==> src/rtl/seam_cumulative_energy_assert.svh <==
// -----------------------------------------------------------------------------
// seam_cumulative_energy_assert.svh
// Assertion macros used by the seam energy RTL (sce_energy).
// -----------------------------------------------------------------------------
`ifndef SEAM_CUMULATIVE_ENERGY_ASSERT_SVH
`define SEAM_CUMULATIVE_ENERGY_ASSERT_SVH

// Consequent must hold in the same cycle as the antecedent.
`define SCE_ASSERT_NOW(lbl, clk, rst, ante, cons, msg) \
   lbl: assert property (@(posedge clk) disable iff (rst) (ante) |-> (cons)) else $error(msg);

// Consequent must hold in the cycle after the antecedent.
`define SCE_ASSERT_NEXT(lbl, clk, rst, ante, cons, msg) \
   lbl: assert property (@(posedge clk) disable iff (rst) (ante) |=> (cons)) else $error(msg);

`endif

==> src/rtl/sce_pkg.sv <==
// -----------------------------------------------------------------------------
// sce_pkg
// Types and fixed constants of the seam cumulative energy block.
// -----------------------------------------------------------------------------
package sce_pkg;

   localparam int GRAD_BITS         = 24;
   localparam int ENERGY_BITS       = 36;
   localparam int ROW_WIDTH_BITS    = 11;
   localparam int FRAME_HEIGHT_BITS = 13;
   localparam int CSR_DATA_BITS     = 32;
   localparam int CSR_ADDR_BITS     = 3;
   localparam int REQ_DATA_BITS     = 24;
   localparam int RSP_DATA_BITS     = 40;

   localparam logic [ROW_WIDTH_BITS-1:0]    ROW_WIDTH_RESET    = 11'd1024;
   localparam logic [FRAME_HEIGHT_BITS-1:0] FRAME_HEIGHT_RESET = 13'd1024;

   typedef logic [GRAD_BITS-1:0]   grad_type;
   typedef logic [ENERGY_BITS-1:0] energy_type;

   localparam energy_type ENERGY_MAX = '1;

   typedef enum logic {
      REG_ROW_WIDTH    = 1'b0,
      REG_FRAME_HEIGHT = 1'b1
   } csr_index_type;

   // Per-pixel control decoded from the scan counters.
   typedef struct packed {
      logic first_row;
      logic has_right;
      logic end_of_row;
      logic end_of_frame;
   } pix_flags_type;

   function automatic energy_type min_energy(energy_type a, energy_type b);
      return (a < b) ? a : b;
   endfunction

endpackage

==> src/rtl/sce_csr.sv <==
// -----------------------------------------------------------------------------
// sce_csr
// Register file: row width and frame height behind an APB-style port.
// -----------------------------------------------------------------------------
module sce_csr import sce_pkg::*; (
   input  logic                         clock,
   input  logic                         reset,
   input  logic                         csr_psel,
   input  logic                         csr_penable,
   input  logic                         csr_pwrite,
   input  logic [CSR_ADDR_BITS-1:0]     csr_paddr,
   input  logic [CSR_DATA_BITS-1:0]     csr_pwdata,
   output logic [CSR_DATA_BITS-1:0]     csr_prdata,
   output logic [ROW_WIDTH_BITS-1:0]    row_width,
   output logic [FRAME_HEIGHT_BITS-1:0] frame_height
);

   logic [ROW_WIDTH_BITS-1:0]    row_width_ff;
   logic [FRAME_HEIGHT_BITS-1:0] frame_height_ff;
   csr_index_type                reg_idx;
   logic                         wr_stb;

   // registers sit on 4-byte boundaries; bit 2 picks the register
   assign reg_idx = csr_index_type'(csr_paddr[2]);
   assign wr_stb  = csr_psel && csr_penable && csr_pwrite;

   always_ff @(posedge clock) begin
      if (reset) begin
         row_width_ff    <= ROW_WIDTH_RESET;
         frame_height_ff <= FRAME_HEIGHT_RESET;
      end else if (wr_stb) begin
         unique case (reg_idx)
            REG_ROW_WIDTH:    row_width_ff    <= csr_pwdata[ROW_WIDTH_BITS-1:0];
            REG_FRAME_HEIGHT: frame_height_ff <= csr_pwdata[FRAME_HEIGHT_BITS-1:0];
            default:          row_width_ff    <= row_width_ff;
         endcase
      end
   end

   always_comb begin
      unique case (reg_idx)
         REG_ROW_WIDTH:    csr_prdata = CSR_DATA_BITS'(row_width_ff);
         REG_FRAME_HEIGHT: csr_prdata = CSR_DATA_BITS'(frame_height_ff);
         default:          csr_prdata = '0;
      endcase
   end

   assign row_width    = row_width_ff;
   assign frame_height = frame_height_ff;

endmodule

==> config.mk <==
export PLATFORM = sky130hd
export DESIGN_NAME = sce_csr
export DESIGN_NICKNAME = d
export VERILOG_FILES = /design/src/rtl/seam_cumulative_energy_assert.svh /design/src/rtl/sce_pkg.sv /design/src/rtl/sce_csr.sv
export SDC_FILE = /design/constraint.sdc
export NUM_CORES = 1
export LEC_CHECK = 0
export ABC_CLOCK_PERIOD_IN_PS = 1180
export BUFFER_PORTS_ARGS = -buffer_cell sky130_fd_sc_hd__buf_2
export CELL_PAD_IN_SITES_DETAIL_PLACEMENT = 1
export CELL_PAD_IN_SITES_GLOBAL_PLACEMENT = 1
export CORE_ASPECT_RATIO = 1.4
export CORE_UTILIZATION = 28
export CTS_CLUSTER_DIAMETER = 50
export DETAILED_ROUTE_END_ITERATION = 10
export PLACE_DENSITY = 0.78
export SETUP_SLACK_MARGIN = 0.5
export SYNTH_ARGS = -nofsm -noshare
export SYNTH_HDL_FRONTEND = slang
export SYNTH_SLANG_ARGS = --single-unit
export TNS_END_PERCENT = 20
==> constraint.sdc <==
create_clock -name clock -period 1.18 [get_ports clock]
set_clock_uncertainty 0.1 [all_clocks]
set_input_delay 0.177 -clock clock [delete_from_list [all_inputs] [get_ports clock]]
set_output_delay 0.177 -clock clock [all_outputs]
set_load 0.03 [all_outputs]
==> results.json <==
{
  "grt_pass1_wl_um": 5260,
  "drv_slew": 0,
  "fmax_mhz": 765,
  "power_density_nw_per_um2": 829,
  "core_area_um2": 4540,
  "synth-seq-cells": 24,
  "hold_buffers": 0,
  "die_x_um": 60.3,
  "crit_slowest_cell": "dfxtp_4",
  "end_kind": "output port",
  "ys_seq_area_share_pct": 36.1,
  "drt_first_pass_iters": 4,
  "finalHoldViolations": 0,
  "io_buffers": 55,
  "pwr-share-seq_pct": 47.9,
  "wl_per_cell_um": 13.2,
  "viasPerCell": 4.18,
  "cts_buffer_depth": 2,
  "diodes": 0,
  "reg2regPathDepth": 4,
  "start_util_pct": 29.3,
  "period_minus_slack_ns": 1.31,
  "fin_cells": 260,
  "areaGrowthSynthToFinish_pct": 58.8,
  "ir_drop_v": 0.000288,
  "synth.top_cells.by_area": "dfxtp_1 36%, mux2i_1 18%, nand2b_1 16%",
  "finalSetupViolations": 12,
  "synth.avg_cell_area_um2": 10.2,
  "crit_chain": "mux2_4 > buf_6",
  "p_int_mw": 1.24,
  "ys_types": 15,
  "setup_ws_ns": -0.127,
  "crit_start": "row_width[1]",
  "p_switching_mw": 0.508,
  "clkTransAtPathRegs_ns": 0.09,
  "fin_crit_sh_pct": 111,
  "critical_path.top_delay_family": "flip-flops",
  "synth_area_um2": 1330,
  "yosys_warnings": 0,
  "drc_errors": 0,
  "cts-root-buf": "clkbuf_8",
  "place_congestion": 0.652,
  "swShare_pct": 29.0,
  "vias": 1087,
  "rrSetupSlack_ns": 0.28,
  "cp-start-kind": "flop",
  "wirelength_um": 3420,
  "first_iter_violations": 12,
  "pwr-share-clk_pct": 28.9,
  "crit_required_ns": 0.90,
  "crit_end": "csr_prdata[1]",
  "cts-buffers-inserted": 3,
  "hold-worst-slack_ns": 0.0613,
  "drive_above_1_share_pct": 59.1,
  "die_h_um": 83.5,
  "status": "finished, violations left",
  "violations": "negative setup slack",
  "clk_latency_ns": 0.26,
  "timing.rr.start": "row_width[2]",
  "worstSetupPathType": "reg -> out",
  "grt_max_degree": 38,
  "grt_pass1_vias": 1085,
  "worstHoldPathType": "in -> reg",
  "p_leak_nw": 1.02,
  "row_count": 29,
  "pin_count": 96,
  "max_stage_delay_ns": 0.35,
  "drv_cap": 0,
  "worstSetupPathDepth": 2,
  "nets": 239,
  "final_util_pct": 46.6,
  "yosysTopAreaCellShare_pct": 36.1,
  "cts.sink_count": 24,
  "synth_cells": 131,
  "cp_num_buf_inv": 1,
  "critPathArrivalTime_ns": 1.03,
  "rsz0062_at_grt": "yes",
  "die_area_um2": 5030,
  "dp_cells": 244,
  "worstPathMaxFanout": 2,
  "ant_nets": 0,
  "antenna_found_initial": 0,
  "grtUsageTotal_pct": 14.1,
  "combPwrFrac_pct": 23.2,
  "htreeDepth": 1,
  "overflow": 0,
  "reg2reg_to": "row_width[2]",
  "cts_tree": "done",
  "synth_area_leader_cell": "dfxtp_1"
}
## cell type report
type	instances	area [µm²]
fill	510	2420
multi-input combinational	97	769
timing repair buffer	73	704
sequential	24	515
tap	62	77.6
clock buffer	4	45.0
## synthesized netlist by cell type
cell type  number
nand4_1         1
nand4b_1        1
buf_4          20
buf_2           1
nand2b_1       34
mux2i_1        24
and4b_1         1
buf_6           4
and2_1          2
clkbuf_1        3
and4_1          1
mux2_2         11
nor2_1          3
dfxtp_1        24
conb_1          1
## metal layers
metal	up-vias	share of wire, %	global-route usage (%)
met2	43	60	27.8
met1	518	35	14.4
met3	2	4.0	1.86
met4	0	0.56	3.81
met5	-	0	0
li1	524	-	-
## registers in the layout (all words and copies together), names as in the netlist
| signal | count |
|---|---|
| row_width | 11 |
| frame_height | 13 |
## cell usage in the layout, fill, tap and decap left out, types with 3 or more instances in the layout
| cell type | instances |
|---|---|
| buf_12 | 3 |
| buf_2 | 17 |
| buf_4 | 12 |
| buf_6 | 39 |
| clkbuf_8 | 3 |
| conb_1 | 19 |
| dfxtp_2 | 22 |
| mux2_4 | 11 |
| mux2i_1 | 24 |
| nand2b_1 | 32 |
| nor2_1 | 3 |
## how the worst min path moves through the flow
stage / start / slack, ns / cells after the start / to
after floorplan: csr_pwdata[12] / 0.22 / 2 / frame_height[12]
after global placement: csr_pwdata[11] / 0.34 / 3 / frame_height[11]
after detailed placement: csr_pwdata[11] / 0.35 / 3 / frame_height[11]
after CTS: csr_pwdata[11] / 0.06 / 3 / frame_height[11]
after global routing: csr_pwdata[11] / 0.07 / 3 / frame_height[11]
final: csr_pwdata[11] / 0.06 / 3 / frame_height[11]
## through the flow
| step | setup TNS (ns) | power (mW) | instance area (µm²) | worst slack [ns] |
|---|---|---|---|---|
| 2_1_floorplan | 0 | 1.16 | 1470 | 0.130 |
| 3_3_place_gp | -0.636 | 1.19 | 1670 | -0.0627 |
| 3_5_place_dp | -0.729 | 1.19 | 1670 | -0.0790 |
| 4_1_cts | -1.20 | 1.76 | 2050 | -0.127 |
| 5_1_grt | -1.67 | 1.85 | 2110 | -0.163 |
| 6_report | -1.14 | 1.75 | 2110 | -0.127 |
## tightest hold or removal path, stage by stage
cell      delay (ns)
buf_2           0.10
nand2b_1        0.06
mux2i_1         0.06
## power groups by stage
| stage | clock (mW) | combinational [mW] | sequential [mW] |
|---|---|---|---|
| final | 0.505 | 0.406 | 0.840 |
| after global routing | 0.572 | 0.431 | 0.843 |
| after CTS | 0.529 | 0.395 | 0.839 |
| after detailed placement | 0 | 0.336 | 0.857 |
| after global placement | 0 | 0.331 | 0.856 |
| after floorplan | 0 | 0.267 | 0.891 |
## cell families (layout without fill, tap and decap cells)
| logic type | after synthesis | count (layout) | synth area share, % |
|---|---|---|---|
| buffers and inverters | 28 | 77 | 15.9 |
| DFF | 24 | 24 | 36.1 |
| muxes | 35 | 35 | 27.4 |
| other | 1 | 19 | 0.282 |
| and+or+nand+nor | 43 | 43 | 20.3 |
## timing repair
| action | 4_1_cts | 5_1_grt |
|---|---|---|
| buffers inserted | 10 | 2 |
| endpoints found under the setup margin | 61 | 61 |
| pin swaps | 1 | 2 |
| gates resized for setup | 91 | 15 |
(Power assumes the default switching activity.)
