### src/rtl/seam_cumulative_energy_assert.svh
// -----------------------------------------------------------------------------
// seam_cumulative_energy_assert.svh
// Assertion macros used by the seam energy RTL (sce_energy).
// -----------------------------------------------------------------------------
`ifndef SEAM_CUMULATIVE_ENERGY_ASSERT_SVH
`define SEAM_CUMULATIVE_ENERGY_ASSERT_SVH

// Consequent must hold in the same cycle as the antecedent.
`define SCE_ASSERT_NOW(lbl, clk, rst, ante, cons, msg) \
   lbl: assert property (@(posedge clk) disable iff (rst) (ante) |-> (cons)) else $error(msg);

// Consequent must hold in the cycle after the antecedent.
`define SCE_ASSERT_NEXT(lbl, clk, rst, ante, cons, msg) \
   lbl: assert property (@(posedge clk) disable iff (rst) (ante) |=> (cons)) else $error(msg);

`endif

### src/rtl/sce_pkg.sv
// -----------------------------------------------------------------------------
// sce_pkg
// Types and fixed constants of the seam cumulative energy block.
// -----------------------------------------------------------------------------
package sce_pkg;

   localparam int GRAD_BITS         = 24;
   localparam int ENERGY_BITS       = 36;
   localparam int ROW_WIDTH_BITS    = 11;
   localparam int FRAME_HEIGHT_BITS = 13;
   localparam int CSR_DATA_BITS     = 32;
   localparam int CSR_ADDR_BITS     = 3;
   localparam int REQ_DATA_BITS     = 24;
   localparam int RSP_DATA_BITS     = 40;

   localparam logic [ROW_WIDTH_BITS-1:0]    ROW_WIDTH_RESET    = 11'd1024;
   localparam logic [FRAME_HEIGHT_BITS-1:0] FRAME_HEIGHT_RESET = 13'd1024;

   typedef logic [GRAD_BITS-1:0]   grad_type;
   typedef logic [ENERGY_BITS-1:0] energy_type;

   localparam energy_type ENERGY_MAX = '1;

   typedef enum logic {
      REG_ROW_WIDTH    = 1'b0,
      REG_FRAME_HEIGHT = 1'b1
   } csr_index_type;

   // Per-pixel control decoded from the scan counters.
   typedef struct packed {
      logic first_row;
      logic has_right;
      logic end_of_row;
      logic end_of_frame;
   } pix_flags_type;

   function automatic energy_type min_energy(energy_type a, energy_type b);
      return (a < b) ? a : b;
   endfunction

endpackage

### src/rtl/sce_scan.sv
// -----------------------------------------------------------------------------
// sce_scan
// Raster position counters; decodes row/frame ends and neighbor presence.
// -----------------------------------------------------------------------------
module sce_scan import sce_pkg::*; #(
   parameter int MAX_WIDTH  = 1024,
   parameter int MAX_HEIGHT = 4096
) (
   input  logic                            clock,
   input  logic                            reset,
   input  logic                            advance,
   input  logic [ROW_WIDTH_BITS-1:0]       row_width,
   input  logic [FRAME_HEIGHT_BITS-1:0]    frame_height,
   output logic [$clog2(MAX_WIDTH)-1:0]    col,
   output pix_flags_type                   flags
);

   localparam int CW = $clog2(MAX_WIDTH);
   localparam int RW = $clog2(MAX_HEIGHT);
   localparam int WW = (CW + 1 > ROW_WIDTH_BITS) ? CW + 1 : ROW_WIDTH_BITS;
   localparam int HW = (RW + 1 > FRAME_HEIGHT_BITS) ? RW + 1 : FRAME_HEIGHT_BITS;

   logic [CW-1:0] col_ff, col_in;
   logic [RW-1:0] row_ff, row_in;
   logic [WW-1:0] width_eff, col_ext;
   logic [HW-1:0] height_eff;
   logic          eor, eof;

   // out-of-range settings clamp to 1 .. maximum
   always_comb begin
      priority if (row_width == '0)                   width_eff = WW'(1);
      else if (WW'(row_width) > WW'(MAX_WIDTH))      width_eff = WW'(MAX_WIDTH);
      else                                           width_eff = WW'(row_width);
   end

   always_comb begin
      priority if (frame_height == '0)                 height_eff = HW'(1);
      else if (HW'(frame_height) > HW'(MAX_HEIGHT))  height_eff = HW'(MAX_HEIGHT);
      else                                           height_eff = HW'(frame_height);
   end

   // at-or-past compares end a row early if the width shrank mid-row
   assign col_ext = WW'(col_ff);
   assign eor     = col_ext >= (width_eff - WW'(1));
   assign eof     = eor && (HW'(row_ff) >= (height_eff - HW'(1)));

   always_comb begin
      col_in = col_ff;
      row_in = row_ff;
      if (advance) begin
         if (eor) begin
            col_in = '0;
            row_in = eof ? '0 : row_ff + RW'(1);
         end else begin
            col_in = col_ff + CW'(1);
         end
      end
   end

   always_ff @(posedge clock) begin
      if (reset) begin
         col_ff <= '0;
         row_ff <= '0;
      end else begin
         col_ff <= col_in;
         row_ff <= row_in;
      end
   end

   assign col                = col_ff;
   assign flags.first_row    = (row_ff == '0);
   assign flags.has_right    = (col_ext + WW'(1)) < width_eff;
   assign flags.end_of_row   = eor;
   assign flags.end_of_frame = eof;

endmodule

### config.mk
export PLATFORM = sky130hd
export DESIGN_NAME = sce_scan
export DESIGN_NICKNAME = d
export VERILOG_FILES = /design/src/rtl/seam_cumulative_energy_assert.svh /design/src/rtl/sce_pkg.sv /design/src/rtl/sce_scan.sv
export SDC_FILE = /design/constraint.sdc
export NUM_CORES = 1
export LEC_CHECK = 0
export ABC_AREA = 1
export BUFFER_PORTS_ARGS = -buffer_cell sky130_fd_sc_hd__buf_2
export CAP_MARGIN = 20
export CORE_MARGIN = 2
export CORE_UTILIZATION = 64
export CTS_BUF_LIST = sky130_fd_sc_hd__clkbuf_8
export CTS_CLUSTER_DIAMETER = 60
export DETAILED_ROUTE_END_ITERATION = 8
export HOLD_SLACK_MARGIN = 0.05
export PLACE_DENSITY = 0.88
export SETUP_SLACK_MARGIN = 0.1
export SYNTH_ARGS = -nofsm -noshare
export SYNTH_HDL_FRONTEND = slang
export SYNTH_SLANG_ARGS = --single-unit
### constraint.sdc
create_clock -name clock -period 15.8 [get_ports clock]
set_input_delay 3.95 -clock clock [delete_from_list [all_inputs] [get_ports clock]]
set_output_delay 3.95 -clock clock [all_outputs]
set_load 0.02 [all_outputs]
==> summary.txt <==
Setup path
  – Crit path max fanout: 10
  – Critical Path AT: 7.01 ns
  – Path depth of the worst reg2reg path: 13
  – Reg2Reg Launch Point: col[6]
  – R2R setup slack: 13.58 ns
  – Critical path class: input port to output port
  – RR Endpoint: row_ff[1]
  – Critical Path RT: 11.85 ns
  – Startpoint class of the critical path: input port
  – Crit end category: output port

Logic synthesis
  – Mux cell area share after synthesis: 0%
  – Largest area contributor in the netlist: ha_1
  – Area contributors post-synth: ha_1 18%, nand2_1 17%, dfxtp_1 16%
  – Ys Warns: 0
  – Synth Area in Adders: 17.6%
  – Simple-gate share of the synthesized area: 38.3%
  – Register area share after synthesis: 16.3%
  – Mapped cell area: 0.00270 mm²
  – Mapped Avg Cell Area: 6.34 µm²
  – Combinational family with the most area after synthesis: simple AND/OR/NAND/NOR gates
  – Cell count after synthesis: 425
  – Share of the synthesized area in the top cell type: 17.6%
  – Compound-Gate Fraction of Synth Area: 12.2%
  – Number of synthesized flops with an enable pin: 0
  – Yosys cell types: 37
  – Mapped Nets: 490
  – Ys flop type: dfxtp_1
  – Async S/R FF share, synth: 0%
  – Synthesized flop and latch total: 22
  – Synth Area in XOR/XNOR: 6.50%

Detailed routing
  – Wire length per cell: 12.4 µm
  – Vias/cell: 5.39
  – Drt total wl: 6370 µm
  – Initial drt markers: 208
  – Vias post-DR: 2766
  – DR pass1 iterations: 4
  – Detail Route Antenna Nets: 0
  – Drc violations: 0

Global routing
  – Met1 track demand over resource: 39.2%
  – Largest net degree at the start of global routing: 15
  – Gr busiest metal: met2
  – Met3 Track Usage GR: 3.57%
  – Vias in the first global route: 2533
  – Grt ovf: 0
  – GRT Overall Usage: 30.0%
  – First-pass GRT wire length: 10800 µm
  – Grt met2 use: 51.2%
  – Initial antenna violation count: 0

Power and ir drop
  – Max VDD drop: 0.0000393 V
  – Share of power burned in registers: 36.8%
  – Int Power: 106 µW
  – Leak: 1.54 nW
  – Comb power frac: 27.6%
  – Sw Pwr: 48.0 µW
  – Power Dens Cells: 51.2 mW/mm²
  – Switching Fraction: 31.3%
  – Clock Power Share: 35.6%

Status
  – Outcome: complete, no violations

Floorplanning
  – Die span in y: 68.9 µm
  – Chip Width: 68.9 µm
  – Die area: 0.00475 mm²
  – Initial Util: 66.9%
  – Core Area: 0.00403 mm²
  – I/O pin count: 41
  – Standard-cell rows: 23

Timing
  – F_max: 0.0912 GHz
  – Worst clock skew: 0.0118 ns
  – Tmin final: 10.96 ns
  – Fin crit share: 69.4%
  – Setup tns final: 0 ns
  – Setup violations, final: 0
  – Unrepaired setup endpoints after global routing: no
  – Hold Vio Cnt, Final: 0
  – Pins Over Slew Limit: 0
  – Measured slew at the worst slew-check pin: 0.416 ns
  – Slew HR: 72.2%

Clock tree
  – # hold bufs at CTS: 0
  – Clock slew at reported path FFs: 0.09 ns
  – Post-CTS Setup Repair Bufs: 0
  – Number of gates resized after cts: 0
  – # clock sinks: 22
  – Clock Latency Late Sink: 0.28 ns
  – Number of buffers inserted during clock tree synthesis: 3
  – CTS Buffer Depth: 2
  – CTS root buf: clkbuf_8
  – CTS tree: yes
  – H-tree Lvls: 1

Flow run
  – Max Cap Viol: 0

Hold path
  – Worst hold path class: register to register
  – Worst Hold Path EP: col[9]
  – Hold path startpoint: col[9]
  – WHS Path Cells: 2

Finish
  – Area grow syn2layout: 11.1%
  – Layout fillers: 339
  – Fraction of layout cells with a size suffix above 1: 14.5%
  – Layout Utilization: 74.3%
  – ANT cells: 0
  – Nets: 529

Placement
  – RePlAce Congestion: 0.910
  – Hpwl dp: 5170 µm
  – Port bufs: 40
## layout by cell type, fill, tap and decap left out, drive strengths merged
| master | n |
|---|---|
| xor2 | 13 |
| nand4 | 14 |
| and3 | 1 |
| a31oi | 1 |
| a21oi | 30 |
| o21ai | 14 |
| o21a | 1 |
| clkbuf | 3 |
| dfxtp | 22 |
| o31ai | 2 |
| nand3b | 1 |
| xnor2 | 7 |
| nor3 | 6 |
| ha | 38 |
| a21o | 1 |
| inv | 56 |
| nand3 | 30 |
| bufinv | 1 |
| nand2 | 123 |
| buf | 40 |
| nor2 | 52 |
| o21bai | 3 |
| o211ai | 1 |
| or2 | 3 |
## area by class of cell
cell class                 instances  area, µm²  area share (%)
tap                               50       62.6            2.09
multi-input combinational        341       2010            67.1
timing repair buffer              40        200            6.68
inverter                          56        210            7.02
clock inverter                     1       30.0            1.00
clock buffer                       3       41.3            1.38
sequential                        22        440            14.7
## power groups by stage
stage                     Combinational, mW  Clock, mW  Sequential (mW)
after floorplan                      0.0294          0           0.0581
after global placement               0.0401          0           0.0578
after detailed placement             0.0418          0           0.0578
after CTS                            0.0422     0.0548           0.0565
after global routing                 0.0488     0.0568           0.0566
final                                0.0424     0.0546           0.0565
## critical path: stages
cell	delay, ns
buf_2	0.13
inv_2	0.08
o21bai_4	0.23
nand2_1	0.16
ha_1	0.19
inv_1	0.05
nor2_1	0.21
inv_1	0.08
a21oi_2	0.22
nand2_1	0.10
xnor2_1	0.14
ha_1	0.29
nand2_1	0.07
nor2_1	0.13
nand2_1	0.07
nand2_1	0.07
nand2_1	0.05
nand3_1	0.06
nand2_1	0.06
nand2_2	0.20
nand3_2	0.18
nor2_1	0.12
buf_2	0.17
## flip-flops by register name (all words and copies together) (netlist names)
signal	cells
row_ff	12
col	10
## Yosys cell counts (2+ instances only)
master and instances:
nand2_1 119, inv_1 54, nor2_1 48, ha_1 38, a21oi_1 28, nand3_1 25
dfxtp_1 22, nand4_1 14, xor2_1 13, o21ai_0 11, xnor2_1 7, nor3_1 6
buf_4 3, nand2_2 3, nand3_2 3, or2_2 3, clkbuf_1 2, inv_2 2
nand3_4 2, nor2_2 2, nor2_4 2, o21bai_1 2, o31ai_1 2
## logic make-up after synthesis
kind of cell | count (synthesis)
AO/OA/AOI/OAI | 53
XOR/XNOR | 20
adder cells (fa/ha/maj) | 38
buffers and inverters | 62
flip-flops | 22
AND/OR/NAND/NOR | 230
## through the flow
step / setup slack (ns) / cell area, µm² / cells / power, mW / hold slack [ns]
3_5_place_dp: 4.89 / 2920 / 509 / 0.0995 / 0.499
5_1_grt: 4.48 / 3000 / 513 / 0.162 / 0.546
6_report: 4.84 / 3000 / 513 / 0.153 / 0.520
3_3_place_gp: 4.96 / 2920 / 509 / 0.0979 / 0.491
4_1_cts: 4.88 / 3000 / 513 / 0.153 / 0.513
2_1_floorplan: 5.35 / 2700 / 425 / 0.0875 / 0.506
## worst max path at each step
stage | startpoint | end | cells after the start
6_report | row_width[10] | flags[0] | 23
5_1_grt | row_width[10] | flags[0] | 23
4_1_cts | row_width[10] | flags[0] | 23
3_5_place_dp | row_width[10] | flags[0] | 23
3_3_place_gp | row_width[10] | flags[0] | 23
2_1_floorplan | frame_height[8] | flags[0] | 24
## layer usage
layer  wire length (µm)  part of all wire (%)
met2               2850                    45
met5                  0                     0
met4                121                   1.9
met3                323                   5.1
met1               3070                    48
No activity file was read; power rests on OpenSTA's default activity.
